--- src/hw/rtl/pearson_correlation_macros.svh ---
// Assertion macros used by the block's controller.
`ifndef PEARSON_CORRELATION_MACROS_SVH
`define PEARSON_CORRELATION_MACROS_SVH

// The consequent must hold in the same cycle as the antecedent.
`define PC_ASSERT_SAME(label, ante, cons) \
  label: assert property (@(posedge clk) disable iff (rst) (ante) |-> (cons)) \
    else $error("assertion failed");

// The consequent must hold in the cycle after the antecedent.
`define PC_ASSERT_NEXT(label, ante, cons) \
  label: assert property (@(posedge clk) disable iff (rst) (ante) |=> (cons)) \
    else $error("assertion failed");

`endif

--- src/hw/rtl/pc_pkg.sv ---
package pc_pkg;

  localparam int MAX_PAIRS   = 65536;
  localparam int SAMPLE_BITS = 16;
  localparam int COUNT_W     = 17;
  localparam int MUL_A_W     = 128;
  localparam int MUL_B_W     = 64;
  localparam int MUL_P_W     = MUL_A_W + MUL_B_W;

  localparam logic [1:0] ST_OK       = 2'd0;
  localparam logic [1:0] ST_ZERO_VAR = 2'd1;
  localparam logic [1:0] ST_OVERFLOW = 2'd2;

  typedef enum logic [3:0] {
    OP_IDLE = 4'd0,
    OP_NSXX = 4'd1,
    OP_SX2  = 4'd2,
    OP_NSYY = 4'd3,
    OP_SY2  = 4'd4,
    OP_NSXY = 4'd5,
    OP_SXSY = 4'd6,
    OP_VXY  = 4'd7,
    OP_NUM2 = 4'd8,
    OP_TSQ  = 4'd9,
    OP_TV   = 4'd10
  } op_t;

  typedef struct packed {
    op_t  op;
    logic accum;
    logic mul_start;
    logic post;
    logic load_out;
  } cmd_t;

  typedef struct packed {
    logic mul_done;
    logic overflow;
    logic zero_var;
    logic loop_done;
  } stat_t;

endpackage

--- src/hw/rtl/pc_ctrl.sv ---
`include "pearson_correlation_macros.svh"

module pc_ctrl (
  input  logic          clk,
  input  logic          rst,
  input  logic          in_valid,
  input  logic          last_pair,
  output logic          in_stall,
  output logic          out_valid,
  input  logic          out_stall,
  input  pc_pkg::stat_t stat,
  output pc_pkg::cmd_t  cmd
);

  typedef enum logic [5:0] {
    S_ACCUM  = 6'b000001,
    S_DECIDE = 6'b000010,
    S_START  = 6'b000100,
    S_RUN    = 6'b001000,
    S_POST   = 6'b010000,
    S_DONE   = 6'b100000
  } state_t;

  state_t        state, state_next;
  pc_pkg::op_t   op, op_next;
  logic          accept;
  logic          out_free;

  assign in_stall = (state != S_ACCUM);
  assign accept   = in_valid && !in_stall;
  assign out_free = !out_valid || !out_stall;

  always_comb begin
    state_next = state;
    op_next    = op;
    unique case (state)
      S_ACCUM: begin
        if (accept && last_pair) begin
          state_next = S_DECIDE;
          op_next    = pc_pkg::OP_IDLE;
        end
      end
      S_DECIDE: begin
        state_next = S_START;
        unique case (op)
          pc_pkg::OP_IDLE: begin
            if (stat.overflow) begin
              state_next = S_DONE;
            end else begin
              op_next = pc_pkg::OP_NSXX;
            end
          end
          pc_pkg::OP_NSXX: op_next = pc_pkg::OP_SX2;
          pc_pkg::OP_SX2:  op_next = pc_pkg::OP_NSYY;
          pc_pkg::OP_NSYY: op_next = pc_pkg::OP_SY2;
          pc_pkg::OP_SY2: begin
            if (stat.zero_var) begin
              state_next = S_DONE;
            end else begin
              op_next = pc_pkg::OP_NSXY;
            end
          end
          pc_pkg::OP_NSXY: op_next = pc_pkg::OP_SXSY;
          pc_pkg::OP_SXSY: op_next = pc_pkg::OP_VXY;
          pc_pkg::OP_VXY:  op_next = pc_pkg::OP_NUM2;
          pc_pkg::OP_NUM2: op_next = pc_pkg::OP_TSQ;
          pc_pkg::OP_TSQ:  op_next = pc_pkg::OP_TV;
          pc_pkg::OP_TV: begin
            if (stat.loop_done) begin
              state_next = S_DONE;
            end else begin
              op_next = pc_pkg::OP_TSQ;
            end
          end
          default: state_next = S_DONE;
        endcase
      end
      S_START: state_next = S_RUN;
      S_RUN: begin
        if (stat.mul_done) begin
          state_next = S_POST;
        end
      end
      S_POST: state_next = S_DECIDE;
      S_DONE: begin
        if (out_free) begin
          state_next = S_ACCUM;
        end
      end
      default: state_next = S_ACCUM;
    endcase
  end

  always_ff @(posedge clk) begin
    if (rst) begin
      state     <= S_ACCUM;
      op        <= pc_pkg::OP_IDLE;
      out_valid <= 1'b0;
    end else begin
      state <= state_next;
      op    <= op_next;
      if (cmd.load_out) begin
        out_valid <= 1'b1;
      end else if (!out_stall) begin
        out_valid <= 1'b0;
      end
    end
  end

  assign cmd.op        = op;
  assign cmd.accum     = accept;
  assign cmd.mul_start = (state == S_START);
  assign cmd.post      = (state == S_POST);
  assign cmd.load_out  = (state == S_DONE) && out_free;

  `PC_ASSERT_NEXT(a_last_goes_decide, accept && last_pair, state == S_DECIDE)
  `PC_ASSERT_SAME(a_mul_done_in_run, stat.mul_done, state == S_RUN)
  `PC_ASSERT_SAME(a_load_when_free, cmd.load_out, !out_valid || !out_stall)

endmodule

--- config.mk ---
export PLATFORM = sky130hd
export DESIGN_NAME = pc_ctrl
export DESIGN_NICKNAME = d
export VERILOG_FILES = /design/src/hw/rtl/pc_pkg.sv /design/src/hw/rtl/pc_ctrl.sv
export VERILOG_INCLUDE_DIRS = /design/src /design/src/hw/rtl
export SDC_FILE = /design/constraint.sdc
export NUM_CORES = 1
export LEC_CHECK = 0
export ABC_AREA = 0
export BUFFER_PORTS_ARGS = -buffer_cell sky130_fd_sc_hd__clkbuf_2
export CAP_MARGIN = 20
export CORE_AREA = 2 2 39 41
export DETAILED_ROUTE_END_ITERATION = 12
export DIE_AREA = 0 0 41 43
export GPL_ROUTABILITY_DRIVEN = 0
export GPL_TIMING_DRIVEN = 0
export PLACE_DENSITY = 0.74
export SLEW_MARGIN = 10
export SYNTH_ARGS = -nofsm -noshare
export SYNTH_HDL_FRONTEND = slang
export SYNTH_SLANG_ARGS = --single-unit
--- constraint.sdc ---
create_clock -name clk -period 2.7 [get_ports clk]
set_input_delay 0.27 -clock clk [delete_from_list [all_inputs] [get_ports clk]]
set_output_delay 0.27 -clock clk [all_outputs]
set_load 0.01 [all_outputs]
==> metrics.md <==
| Metric | Value |
|---|---|
| Num CTS Buffers | `3` |
| Crit path largest cell delay | `540 ps` |
| I/O pin count | `19` |
| Cells after Synth | `74` |
| Remaining DRCs | `0` |
| Port Buffers | `17` |
| Pin count of the biggest net entering global routing | `11` |
| Layout Nets | `105` |
| Area delta synth->final | `21.1%` |
| Die Y | `43 um` |
| Post-Route Utilization | `0.544` |
| CTS root buffer | `clkbuf_4` |
| Grt ovf | `0` |
| P_int | `0.272 mW` |
| Rows | `14` |
| DR vias/cell | `5.28` |
| Synthesized net count | `83` |
| Final Skew | `2.71 ps` |
| HPWL after DPL | `1.02 mm` |
| WP data arrival | `2300 ps` |
| Skew-Pair Late Insertion Delay | `260 ps` |
| Core ar. | `0.00138 mm^2` |
| Sw Ratio | `0.288` |
| Worst Setup End Kind | `flop` |
| GRT Overall Usage | `0.173` |
| # setup viols final | `0` |
| Area contributors post-synth | `dfxtp_1 35%, a21oi_1 4.0%, nand2b_1 4.0%, nor4_1 4.0%, nand2_1 3.6%` |
| Vias in the first global route | `537` |
| Wire per inst | `11.7 um` |
| Library cells used by synthesis | `36` |
| Initial antenna violation count | `0` |
| Gate power share | `0.249` |
| Ant diodes | `0` |
| # H-tree levels | `1` |
| Post-CTS setup buffer count | `0` |
| Setup_tns | `0 ps` |
| Worst-path clk slew | `70 ps` |
| Layout cell share with drive strength beyond 1 | `0.263` |
| Avg Cell Area, Syn | `8.40 um^2` |
| P_sw | `0.110 mW` |
| Hold WC Path Type | `in2reg` |
| Overall via count from detail_route | `586` |
| RSZ-0062 raised after global routing | `false` |
| Resize count post-CTS | `0` |
| Status | `complete, no violations` |
| Global-route wire length before repair | `2.13 mm` |
| Leakage | `0.296 nW` |
| Share of the yosys chip area belonging to registers | `0.354` |
| Final hold vios | `0` |
| Async S/R FF share, synth | `0` |
| DR iter-0 viols | `10` |
| Max-cap violations | `0` |
| Syn Std Cell Area | `622 um^2` |
| Clk sinks | `11` |
| Synth Warn # | `0` |
| # hold bufs at CTS | `0` |
| Crit-path cells | `or4_4 -> or3b_1 -> buf_6 -> o32ai_2 -> mux2i_1` |
| Die width | `41 um` |
| Initial core utilization | `0.449` |
| Crit-path slowest cell | `or4_4` |
| Worst-path fanout max | `10` |
| Worst Tran Pin Value | `584 ps` |
| Final clock period utilization by the worst path | `0.781` |
| Maximum VDD drop | `257 uV` |
| Startpoint Class | `flop` |
| #FFs+latches synth | `11` |
| Cell taking the most area after synthesis | `dfxtp_1` |
| Post-synth top area share | `0.354` |
| CTS tree | `yes` |
| Die area | `0.00176 mm^2` |
| Max Freq | `0.474 GHz` |
| Worst endpoint required time | `2900 ps` |
| Clk pwr share | `0.283` |
| Synth Flop Type | `dfxtp_1` |
| Rel. slew slack | `0.607` |
| Sequential Power Share | `0.467` |
| Power Density | `507 mW/mm^2` |
| Post-layout min period | `2110 ps` |
| EDFF count, synth | `0` |
| Pins Over Slew Limit | `0` |
| Final ANT Viol Nets | `0` |
| Crit path kind | `reg2reg` |
| Total Wirelength | `1.30 mm` |
| Drt pass-1 iters | `4` |
| CTS max path bufs | `2` |
cells by family (layout without fill, tap and decap cells):
kind of cell	count (synthesis)	count (layout)	synth area share
AO/OA/AOI/OAI	18	18	0.213
XOR/XNOR	2	2	0.0282
buffers and inverters	9	30	0.0724
flip-flops	11	11	0.354
multiplexers	2	2	0.0322
AND/OR/NAND/NOR	32	32	0.300
cells in the final DEF (no fill, tap or decap), types with 3 or more instances in the layout:
cell type and instances:
inv_1 3, nor4_1 4, clkbuf_1 4, nand2_1 6, a21oi_1 5, clkbuf_4 3, nand2b_1 4, dfxtp_1 11
nor2_1 5, clkbuf_2 17
metal layers:
| layer | vias up | GRT usage | share of wire |
|---|---|---|---|
| li1 | 315 | - | - |
| met1 | 262 | 0.227 | 0.45 |
| met2 | 9 | 0.272 | 0.52 |
| met3 | 0 | 0.0314 | 0.034 |
| met4 | 0 | 0.0600 | 0 |
| met5 | - | 0 | 0 |
power by group through the flow:
stage                     Combinational (mW)  Sequential (mW)  Clock [mW]
after floorplan                       0.0687            0.180           0
after global placement                0.0927            0.182           0
after detailed placement              0.0958            0.182           0
after CTS                             0.0965            0.179       0.111
after global routing                   0.102            0.179       0.117
final                                 0.0953            0.178       0.108
area by class of cell:
cell class / count / area [um^2]
clock buffers: 4 / 26.3
flip-flops and latches: 11 / 220
inverters: 3 / 11.3
multi-input cells: 54 / 357
well taps: 16 / 20.0
plain buffers: 6 / 33.8
fillers: 133 / 631
repair buffers: 17 / 85.1
registers in the layout, indices dropped and copies added, names as in the netlist:
name / flops
out_valid: 1
op: 4
state: 6
per-stage QoR:
| stage | power (mW) | instances | hold WS [ps] | area [um^2] | worst slack [ps] |
|---|---|---|---|---|---|
| 4_1_cts | 0.386 | 111 | 261 | 753 | 592 |
| 2_1_floorplan | 0.249 | 74 | 419 | 622 | 703 |
| 5_1_grt | 0.399 | 111 | 292 | 753 | 454 |
| 6_report | 0.382 | 111 | 263 | 753 | 592 |
| 3_3_place_gp | 0.274 | 107 | 474 | 727 | 624 |
| 3_5_place_dp | 0.278 | 107 | 484 | 727 | 603 |
worst paths after layout:
| check | cells past startpoint | slack, ps | to | start |
|---|---|---|---|---|
| worst max-delay path | 5 | 590 | op[0]$_SDFFE_PP0P_ | state[5]$_SDFFE_PP0P_ |
| worst min-delay path | 3 | 260 | out_valid$_SDFFE_PP0P_ | out_stall |
| worst max register to register | 5 | 590 | op[0]$_SDFFE_PP0P_ | state[5]$_SDFFE_PP0P_ |
| worst min register to register | 2 | 490 | out_valid$_SDFFE_PP0P_ | out_valid$_SDFFE_PP0P_ |
synthesized netlist by cell type, types with 2 or more instances:
cell / count
dfxtp_1: 11
nand2_1: 6
a21oi_1: 5
nor2_1: 5
nand2b_1: 4
nor4_1: 4
clkbuf_1: 3
inv_1: 3
mux2i_1: 2
nand3_1: 2
o211ai_1: 2
o21ai_1: 2
or3b_1: 2
worst max-delay path, delay by kind of cell, from the launching register on:
family	cells	cell delay (ps)
compound gates	1	420
buf+inv	1	150
flops	1	330
mux	1	220
simple gates	2	910
(Power assumes the default switching activity.)
